--- config.mk ---
export PLATFORM = sky130hd
export DESIGN_NAME = rpc_ctrl
export DESIGN_NICKNAME = d
export VERILOG_FILES = /design/src/design/rpc_pkg.sv /design/src/design/rpc_ctrl.sv
export SDC_FILE = /design/constraint.sdc
export NUM_CORES = 1
export LEC_CHECK = 0
export BUFFER_PORTS_ARGS = -buffer_cell sky130_fd_sc_hd__buf_2
export CAP_MARGIN = 20
export CORE_MARGIN = 2
export CORE_UTILIZATION = 50
export CTS_BUF_LIST = sky130_fd_sc_hd__clkbuf_2
export DETAILED_ROUTE_END_ITERATION = 10
export PLACE_DENSITY = 0.8
export SLEW_MARGIN = 25
export SYNTH_ARGS = -nofsm -noshare
export SYNTH_HDL_FRONTEND = slang
export SYNTH_SLANG_ARGS = --single-unit
--- constraint.sdc ---
create_clock -name i_clk -period 4 [get_ports i_clk]
set_clock_uncertainty 0.05 [all_clocks]
set_input_delay 0.8 -clock i_clk [delete_from_list [all_inputs] [get_ports i_clk]]
set_output_delay 0.8 -clock i_clk [all_outputs]
set_load 0.02 [all_outputs]
--- src/design/rpc_pkg.sv ---
`default_nettype none
package rpc_pkg;

    localparam int NSTAGE = 4;
    localparam int CW     = 32;

    // Register indexes of the configuration port.
    localparam logic [1:0] REG_LEFT   = 2'd0;
    localparam logic [1:0] REG_BOTTOM = 2'd1;
    localparam logic [1:0] REG_RIGHT  = 2'd2;
    localparam logic [1:0] REG_TOP    = 2'd3;

    // Clip stage codes.
    localparam logic [1:0] STG_LEFT   = 2'd0;
    localparam logic [1:0] STG_RIGHT  = 2'd1;
    localparam logic [1:0] STG_BOTTOM = 2'd2;
    localparam logic [1:0] STG_TOP    = 2'd3;

    // Stage number that means "past the last clip stage".
    localparam logic [2:0] STG_OUT = 3'd4;

    typedef enum logic [2:0] {
        S_IDLE,
        S_EVAL,
        S_CROSS,
        S_CLOSE,
        S_FIN
    } t_state;

    typedef enum logic [1:0] {
        X_IDLE,
        X_MUL0,
        X_MUL1,
        X_DIV
    } t_xph;

    typedef struct packed {
        logic       load;
        logic       eval;
        logic       pop;
        logic       emit;
        logic       take;
        logic       close_cross;
        logic       close_skip;
        logic       fin;
        logic [1:0] k;
    } t_cmd;

    typedef struct packed {
        logic at_out;
        logic cin;
        logic cross_need;
        logic stack_empty;
        logic emit_ok;
        logic fin_ok;
        logic close_cross;
        logic xdone;
    } t_sts;

    function automatic logic inside_win(
        input logic [1:0]           s,
        input logic signed [CW-1:0] x,
        input logic signed [CW-1:0] y,
        input logic signed [CW-1:0] wl,
        input logic signed [CW-1:0] wr,
        input logic signed [CW-1:0] wb,
        input logic signed [CW-1:0] wt
    );
        logic res;
        unique case (s)
            STG_LEFT:   res = (x >= wl);
            STG_RIGHT:  res = (x <= wr);
            STG_BOTTOM: res = (y >= wb);
            default:    res = (y <= wt);
        endcase
        return res;
    endfunction

endpackage
`default_nettype wire

--- src/design/rpc_ctrl.sv ---
`default_nettype none
module rpc_ctrl
    import rpc_pkg::*;
(
    input  wire logic i_clk,
    input  wire logic i_rst_n,
    input  wire logic i_valid,
    input  wire logic i_final_vertex,
    output logic      o_stall,
    input  wire t_sts i_sts,
    output t_cmd      o_cmd
);
    t_state r_state, n_state;
    logic   r_last, n_last;
    logic   r_closing, n_closing;
    logic [2:0] r_k, n_k;

    assign o_stall = (r_state != S_IDLE);

    always_ff @(posedge i_clk) begin
        if (!i_rst_n) begin
            r_state   <= S_IDLE;
            r_last    <= 1'b0;
            r_closing <= 1'b0;
            r_k       <= '0;
        end else begin
            r_state   <= n_state;
            r_last    <= n_last;
            r_closing <= n_closing;
            r_k       <= n_k;
        end
    end

    always_comb begin
        logic chain_end;
        chain_end = 1'b0;
        n_state   = r_state;
        n_last    = r_last;
        n_closing = r_closing;
        n_k       = r_k;
        o_cmd     = '0;
        o_cmd.k   = r_k[1:0];

        unique case (r_state)
            S_IDLE: begin
                if (i_valid) begin
                    o_cmd.load = 1'b1;
                    n_last     = i_final_vertex;
                    n_state    = S_EVAL;
                end
            end
            S_EVAL: begin
                if (i_sts.at_out) begin
                    if (i_sts.emit_ok) begin
                        o_cmd.emit = 1'b1;
                        chain_end  = 1'b1;
                    end
                end else begin
                    o_cmd.eval = 1'b1;
                    if (i_sts.cross_need) n_state = S_CROSS;
                    else if (!i_sts.cin) chain_end = 1'b1;
                end
            end
            S_CROSS: begin
                if (i_sts.xdone) begin
                    o_cmd.take = 1'b1;
                    n_state    = S_EVAL;
                end
            end
            S_CLOSE: begin
                if (r_k == STG_OUT) begin
                    n_state = S_FIN;
                end else if (i_sts.close_cross) begin
                    o_cmd.close_cross = 1'b1;
                    n_state           = S_CROSS;
                end else begin
                    o_cmd.close_skip = 1'b1;
                    n_k              = r_k + 3'd1;
                end
            end
            S_FIN: begin
                if (i_sts.fin_ok) begin
                    o_cmd.fin = 1'b1;
                    n_closing = 1'b0;
                    n_last    = 1'b0;
                    n_state   = S_IDLE;
                end
            end
            default: n_state = S_IDLE;
        endcase

        // A chain of pushes has ended: resume a held vertex, the close sweep,
        // or finish the item.
        if (chain_end) begin
            if (!i_sts.stack_empty) begin
                o_cmd.pop = 1'b1;
                n_state   = S_EVAL;
            end else if (r_closing) begin
                n_k     = r_k + 3'd1;
                n_state = S_CLOSE;
            end else if (r_last) begin
                n_closing = 1'b1;
                n_k       = '0;
                n_state   = S_CLOSE;
            end else begin
                n_state = S_IDLE;
            end
        end
    end
endmodule
`default_nettype wire

==> results of run 1 <==
flip-flops by register name, summed over array words and instances, names as in the netlist:
| register | cells |
|---|---|
| r_state | 3 |
| r_k | 3 |
| r_last | 1 |
| r_closing | 1 |
power by group through the flow:
| stage | Sequential (mW) | Combinational (mW) | Clock [mW] |
|---|---|---|---|
| 2_1_floorplan | 0.0908 | 0.0868 | 0 |
| 4_1_cts | 0.0990 | 0.0897 | 0.0502 |
| 3_3_place_gp | 0.100 | 0.0873 | 0 |
| 5_1_grt | 0.101 | 0.0991 | 0.0562 |
| 3_5_place_dp | 0.101 | 0.0892 | 0 |
| 6_report | 0.0992 | 0.0894 | 0.0507 |
Yosys cell counts (all sizes together), types with 2 or more instances:
cell and number:
a21oi 6, inv 5, nor3b 4, o21ai 6
ha 2, mux2i 2, or3 2, nand3b 2
nand3 2, and3 2, nand2 9, nor2 12
a211oi 2, dfxtp 8, buf 5, nand2b 2
critical path, cell delays in order, from the launching register on:
cell     delay, ns
dfxtp_1       0.41
inv_1         0.06
ha_1          0.22
nand2_1       0.10
nor3b_1       0.62
buf_2         0.29
per-stage QoR:
| step | setup WS (ns) | hold WS, ns | std cells | instance area [um^2] | power [mW] |
|---|---|---|---|---|---|
| final | 1.22 | 0.479 | 120 | 751 | 0.239 |
| after global routing | 1.07 | 0.539 | 120 | 751 | 0.256 |
| after CTS | 1.19 | 0.479 | 120 | 751 | 0.239 |
| after detailed placement | 1.32 | 0.467 | 117 | 736 | 0.190 |
| after global placement | 1.36 | 0.455 | 117 | 736 | 0.187 |
| after floorplan | 1.42 | 0.433 | 85 | 656 | 0.178 |
cell type report:
class                   instances  area [um^2]  share of cell area (%)
clock buffers                   3         15.0                    2.00
flip-flops and latches          8          160                    21.3
multi-input cells              67          428                    57.0
repair buffers                 22          110                    14.7
inverters                       5         18.8                    2.50
well taps                      15         18.8                    2.50
path summary, 6_finish.rpt:
path | end | cells past startpoint
hold reg to reg | r_last | 2
setup reg to reg | r_state[0] | 6
setup / recovery | o_cmd[3] | 5
hold / removal | r_last | 2
layout by cell type, fill, tap and decap left out, drive strengths merged, types with 3 or more instances in the layout:
| cell | netlist | layout |
|---|---|---|
| buf | 5 | 22 |
| nor2 | 12 | 12 |
| a21oi | 6 | 6 |
| inv | 5 | 5 |
| nor3b | 4 | 4 |
| clkbuf | 0 | 3 |
| o21ai | 6 | 6 |
| nand2 | 9 | 9 |
| dfxtp | 8 | 8 |
cells by family after synthesis:
logic type      share of synthesized area [%]
mux                                      3.05
flops                                    24.4
simple gates                             35.1
buf+inv                                  10.3
compound gates                           23.3
fa+ha+maj                                3.82
layer usage:
| metal | track usage (%) | up-vias | share of wire, % |
|---|---|---|---|
| li1 | - | 341 | - |
| met1 | 26.3 | 314 | 43 |
| met2 | 33.9 | 38 | 47 |
| met3 | 5.00 | 6 | 8.6 |
| met4 | 12.5 | 0 | 2.1 |
| met5 | 0 | - | 0 |
==> run metrics, run 1 <==
final hold viol count 0; final max-slew violation count 0; Syn Area/Cell around 7.7 um^2; via count about 700; number of CTS-inserted buffers 3; DRC Markers 0; Max clock buf depth 2; Avg WL per Cell roughly 12 um; Site Rows 13; syn_nets just under 100; Least-Margin Pin Slew ~0.72 ns; post-layout util between 50% and 60%; share of the synthesized area in the top cell type between 20% and 30%; Overflow after GRT 0; first-pass GRT wire length 2260 um; Final GP Congestion 0.785; crit path max fanout 6; worst IR drop on VDD around 0.00015 V; Worst Min Path Start r_last; CTS tree done; FF-to-FF setup slack roughly 2.1 ns; Core ar. approximately 1300 um^2; PD cells approximately 320 nW/um^2; ys flop type dfxtp_1; worst min path class flop to flop; Comb pwr share approximately 37%; DR vias/cell around 5.8; I/O pin cnt 23; fmax roughly 0.36 GHz; FILL cells approximately 130; Syn Std Cell Area roughly 660 um^2; PortBufs 22; Crit Path Class flop to output port; Worst setup SP type flop; P&R area growth vs syn 14.5%; Final TNS setup 0 ns; clock sink total 8; vias in the first global route 559; Critical Path End Type output port; Critical Path RT ~3.2 ns; Final setup viols 0; Reg clk slew, reported paths 0.09 ns; Yosys top cell by area dfxtp_1; die area about 1600 um^2; Slew HR about half; Reg power frac between 40% and 50%; sequential share of the synthesized area 24.4%; status finished, final reports clean; ANT cells 0; layout cells sized above 1 between 20% and 30%; clock group share of total power around a fifth; CTS root buf clkbuf_2; Chip Height 40.2 um; Final Critical Period roughly 2.8 ns; Final ANT Viol Nets 0; DP HPWL ~1100 um; synth unique cells 35; largest net degree at the start of global routing 11; Internal 0.145 mW; routed wire length 1480 um; router iterations before antenna repair 4; #FFs+latches synth 8; max-cap violation count 0; # nets final ~120; hold_buf cts 0; synth warn 0; unrepaired setup endpoints after global routing false; Die Width around 40 um; FFs w/ async S/R, synth 0%; Final period util 69.6%; Net Switching 0.0946 mW; Total GRT Usage a little over a fifth; Sw Ratio 39.6%; H-tree levels 1; Initial Util 51.7%; Gate Count Post-Synth 85; Clk Latency, worst-skew pair around 0.24 ns; Iter 0 DRT Violations 13; cts repair resizes 0; EDFF count, synth 0; initial antenna violation count 0; Pleak 0.330 nW; Worst Setup SP r_k[0]; postcts setup bufs 0; top cells by area, synth dfxtp_1, nor2_1, nand2_1; Crit path arrival time around 1.9 ns; Worst R2R Start r_k[0]
Power figures use the tool's default switching activity.
==> run 2: changes to the inputs <==
clock period = 2.8 ns   (was 4 ns; I/O delays follow)
==> run 2 against run 1 <==
Register-to-register slack lost 1.1 ns; critical path depth shrank 1; flip-flop and latch count is the same.
==> run metrics, run 2 (same netlist as run 1, synthesis figures left out) <==
status finished, final reports clean; Hold Crit Depth 2 (unchanged); ANT cells 0 (unchanged); DP Worst Slack 0.637 ns (-0.683 ns); postcts setup bufs 0 (unchanged); most frequent cells in the layout buf_2, nor2_1, nand2_1, dfxtp_1; Final setup viols 0 (unchanged); Critical Path RT 2.19 ns (-0.96 ns); vias in the first global route 509 (-8.9%); Worst R2R Start r_state[0]; Crit path arrival time 1.73 ns (-0.20 ns); Total GRT Usage 19.5% (-1.9 points); unrepaired setup endpoints after global routing false; Crit Path Class flop to output port; Setup WS post-layout 0.460 ns (-0.756 ns); DP HPWL 1100 um (-2.4%); router iterations before antenna repair 6 (+2); Reg power frac 41.7% (+0.2 points); Chip Height 40.2 um (unchanged); max-cap violation count 0 (unchanged); via count 674 (-3.6%); hold path endpoint r_last; fmax roughly 0.43 GHz; Avg WL per Cell 12.1 um (-1.5%); worst hold slack 0.486 ns (+0.00627 ns); Least-Margin Pin Slew 0.400 ns (-0.324 ns); most common cell after layout, fill and taps aside buf_2; PortBufs 22 (unchanged); cts repair resizes 0 (unchanged); Pleak 0.335 nW (+1.6%); routed wire length 1470 um (-0.68%); hold_buf cts 0 (unchanged); PD cells 448 nW/um^2 (+41%); # nets final 122 (+0.83%); Critical Path End Type output port; P&R area growth vs syn 15.6%; first-pass GRT wire length 2080 um (-7.7%); FF-to-FF setup slack 1.02 ns (-1.08 ns); Net Switching 0.132 mW (+40%); Final period util 83.6%; Die Width 40.2 um (unchanged); worst reg2reg path depth 4 (-2); number of CTS-inserted buffers 3 (unchanged); final hold viol count 0 (unchanged); clock sink total 8 (unchanged); DRC Markers 0 (unchanged); worst IR drop on VDD 0.000207 V (+41%); Comb pwr share 38.0% (+0.6 points); reg-to-reg critical path endpoint r_k[0]; Sw Ratio 39.0% (-0.58 points); crit path max fanout 10 (+4); final max-slew violation count 0 (unchanged); Internal 0.207 mW (+43%); I/O pin cnt 23 (unchanged); biggest regs r_k: 3 flops, r_state: 3 flops; layout cells sized above 1 29.2% (+0.67 points); worst min path class flop to flop; Final TNS setup 0 ns (unchanged); Clk Latency, worst-skew pair 0.23 ns (about the same); Core ar. 1270 um^2 (unchanged); CTS root buf clkbuf_2; clock group share of total power 20.3% (-0.9 points); Worst Min Path Start r_last; Worst setup SP type flop; Reg clk slew, reported paths 0.08 ns (about the same); DR vias/cell 5.57 (-4.4%); Max clock buf depth 2 (unchanged); Final ANT Viol Nets 0 (unchanged); FILL cells 131 (-2.2%); Site Rows 13 (unchanged); largest net degree at the start of global routing 11 (unchanged); CTS tree done; Slew HR 73.2% (+22 points); die area 1620 um^2 (unchanged); Final Critical Period about 2.3 ns; Overflow after GRT 0 (unchanged); initial antenna violation count 0 (unchanged); Iter 0 DRT Violations 4 (-9); Initial Util 51.7% (unchanged); H-tree levels 1 (unchanged); Final GP Congestion 0.804 (+2.4%)
==> run 2: how the worst max path moves through the flow <==
| stage | start | end | depth (start not counted) |
|---|---|---|---|
| CTS | r_state[0] | o_cmd[7] | 4 |
| global placement | i_sts[6] | o_cmd[7] | 5 |
| finish | r_state[0] | o_cmd[7] | 4 |
| detailed placement | i_sts[6] | o_cmd[7] | 5 |
| floorplan | i_sts[6] | o_cmd[7] | 3 |
| global route | r_state[0] | o_cmd[7] | 4 |
==> run 2: critical path, stage by stage, from the launching register on <==
cell	delay [ns]
dfxtp_1	0.49
or3b_1	0.52
a21o_2	0.25
nor2_1	0.08
buf_2	0.16
==> run 2: power by group through the flow <==
stage               Combinational (mW)  Sequential [mW]  Clock (mW)
finish                           0.129            0.142      0.0689
global route                     0.142            0.144      0.0793
CTS                              0.129            0.141      0.0707
detailed placement               0.128            0.144           0
global placement                 0.126            0.143           0
floorplan                        0.124            0.130           0
==> run 2: per-stage QoR <==
| stage | utilization (%) | total power [mW] | cell area (um^2) | std cells |
|---|---|---|---|---|
| 2_1_floorplan | - | 0.254 | 656 | 85 |
| 3_3_place_gp | 58.6 | 0.269 | 743 | 118 |
| 3_5_place_dp | 58.6 | 0.272 | 743 | 118 |
| 4_1_cts | 59.8 | 0.340 | 758 | 121 |
| 5_1_grt | 59.8 | 0.365 | 758 | 121 |
| 6_report | 59.8 | 0.340 | 758 | 121 |
==> run 2: layout make-up <==
cell class	count	area, um^2	area share, %
multi-input cells	67	428	56.4
flip-flops and latches	8	160	21.1
repair buffers	23	118	15.5
inverters	5	18.8	2.48
well taps	15	18.8	2.48
clock buffers	3	15.0	1.98
==> run 2: per-layer routing <==
layer	global-route usage, %	part of all wire, %
met3	5.00	6.3
met1	24.1	47
met4	7.50	0.68
met5	0	0
met2	32.3	46
==> run 3: changes to the inputs <==
CORE_UTILIZATION = 45   (was 50)
PLACE_DENSITY = 0.76   (was 0.8)
clock period = 2.1 ns   (was 2.8 ns; I/O delays follow)
==> run 3 against run 2 <==
Wire length up 6.3%; sequential share of layout area up 0.050 points; worst hold slack worse by 0.090 ns; clock power up 36%; core utilization down 2.2 points; non-clock buffer count up 1; cell area up 1.3%; global-route usage up 1.0 points.
==> run metrics, run 3 (same netlist as run 1, synthesis figures left out) <==
status finished, final reports clean; most common cell after layout, fill and taps aside buf_2; PortBufs 22 (unchanged); Final TNS setup 0 ns (unchanged); FILL cells 130 (-0.76%); Total GRT Usage 20.5% (+1.0 points); first-pass GRT wire length 2900 um (+39%); Iter 0 DRT Violations 15 (+11); Final Critical Period around 2.0 ns; CTS root buf clkbuf_2; # nets final 123 (+0.82%); M1 WL 743 um (+7.4%); Comb pwr share 38.5% (+0.5 points); Reg clk slew, reported paths 0.08 ns (about the same); Final GP Congestion 0.802 (-0.24%); Least-Margin Pin Slew 0.383 ns (-0.0169 ns); clock sink total 8 (unchanged); Placed Cells 119 (+0.85%); Final ANT Viol Nets 0 (unchanged); layout cells sized above 1 31.8% (+2.5 points); DR vias/cell 5.62 (+0.95%); Critical Path RT 1.63 ns (-0.56 ns); ANT cells 0 (unchanged); Worst setup SP type flop; Crit path arrival time 1.55 ns (-0.18 ns); H-tree levels 1 (unchanged); unrepaired setup endpoints after global routing false; worst min path class input pin to flop; vias in the first global route 691 (+36%); crit path max fanout 5 (-5); clock group share of total power 20.2% (about the same); worst IR drop on VDD 0.000307 V (+48%); Net Switching 0.179 mW (+35%); cts repair resizes 0 (unchanged); DP HPWL 1210 um (+9.6%); Max clock buf depth 2 (unchanged); Setup WS post-layout 0.0844 ns (-0.376 ns); wire length on met2 681 um (+1.6%); Tot Pwr 0.463 mW (+36%); Chip Height 42.2 um (+4.9%); Crit Path Class flop to output port; Site Rows 13 (unchanged); PD cells 603 nW/um^2 (+35%); Internal 0.284 mW (+37%); Overflow after GRT 0 (unchanged); post-layout util 57.6% (-2.2 points); initial antenna violation count 0 (unchanged); Avg WL per Cell 12.8 um (+5.4%); number of CTS-inserted buffers 3 (unchanged); Slew HR 74.1% (+0.93 points); Reg power frac 41.3% (-0.4 points); worst hold slack 0.396 ns (-0.0898 ns); biggest regs r_k: 3 flops, r_state: 3 flops; CTS tree done; DRC Markers 0 (unchanged); most frequent cells in the layout buf_2, nor2_1, nand2_1, dfxtp_1; routed wire length 1560 um (+6.3%); die area 1780 um^2 (+10%); router iterations before antenna repair 4 (-2); hold_buf cts 0 (unchanged); Top Layer Used met4; max-cap violation count 0 (unchanged); fin cells 122 (+0.83%); final hold viol count 0 (unchanged); Final period util between 90% and 100%; Pleak 0.340 nW (+1.5%); Core ar. 1330 um^2 (+5.1%); final max-slew violation count 0 (unchanged); Die Width 42.2 um (+4.9%); Sw Ratio 38.7% (-0.24 points); routed wl met3 99 um (+7.6%); via count 686 (+1.8%); postcts setup bufs 0 (unchanged); P&R area growth vs syn 17.2%; fmax 0.496 GHz; DP Worst Slack 0.212 ns (-0.425 ns); fin area 768 um^2 (+1.3%); Critical Path End Type output port; Initial Util 49.2% (-2.5 points); Final setup viols 0 (unchanged); largest net degree at the start of global routing 11 (unchanged); Clk Latency, worst-skew pair 0.24 ns (about the same); I/O pin cnt 23 (unchanged); Placed Instance Area 751 um^2 (+1.0%)
==> run 3: cell count changes in the layout (fill, tap and decap cells not counted) <==
cell     change
dfxtp_2      +2
dfxtp_1      -2
buf_4        +1
==> run 3: power by group through the flow <==
stage	clock (mW)	sequential, mW	combinational [mW]
after detailed placement	0	0.192	0.178
final	0.0935	0.191	0.178
after global placement	0	0.191	0.175
after global routing	0.103	0.195	0.202
after CTS	0.0948	0.189	0.179
after floorplan	0	0.173	0.165
==> run 3: final timing paths <==
path         startpoint        to  slack (ns)  cells after the start
max              r_k[0]  o_cmd[3]        0.08                      5
min             i_rst_n    r_k[0]        0.40                      2
max reg2reg  r_state[0]    r_k[1]        0.41                      5
min reg2reg      r_last    r_last        0.48                      2
==> run 3: critical path, cell delays in order (launching register included) <==
cell and delay, ns:
dfxtp_1 0.40, inv_1 0.06, ha_1 0.22, nand2_1 0.10, nor3b_1 0.29, buf_2 0.23
==> run 3: cell type report <==
| cell class | instances | area [um^2] | share of cell area (%) |
|---|---|---|---|
| Inverter | 5 | 18.8 | 2.44 |
| Clock buffer | 3 | 15.0 | 1.95 |
| Timing Repair Buffer | 24 | 125 | 16.3 |
| Sequential cell | 8 | 163 | 21.2 |
| Multi-Input combinational cell | 67 | 428 | 55.7 |
| Tap cell | 15 | 18.8 | 2.44 |
==> run 3: per-layer routing <==
| metal | track usage [%] | vias to the layer above |
|---|---|---|
| met3 | 5.17 | 6 |
| met4 | 8.75 | 0 |
| met2 | 33.8 | 26 |
| met5 | 0 | - |
| met1 | 25.1 | 304 |
| li1 | - | 350 |
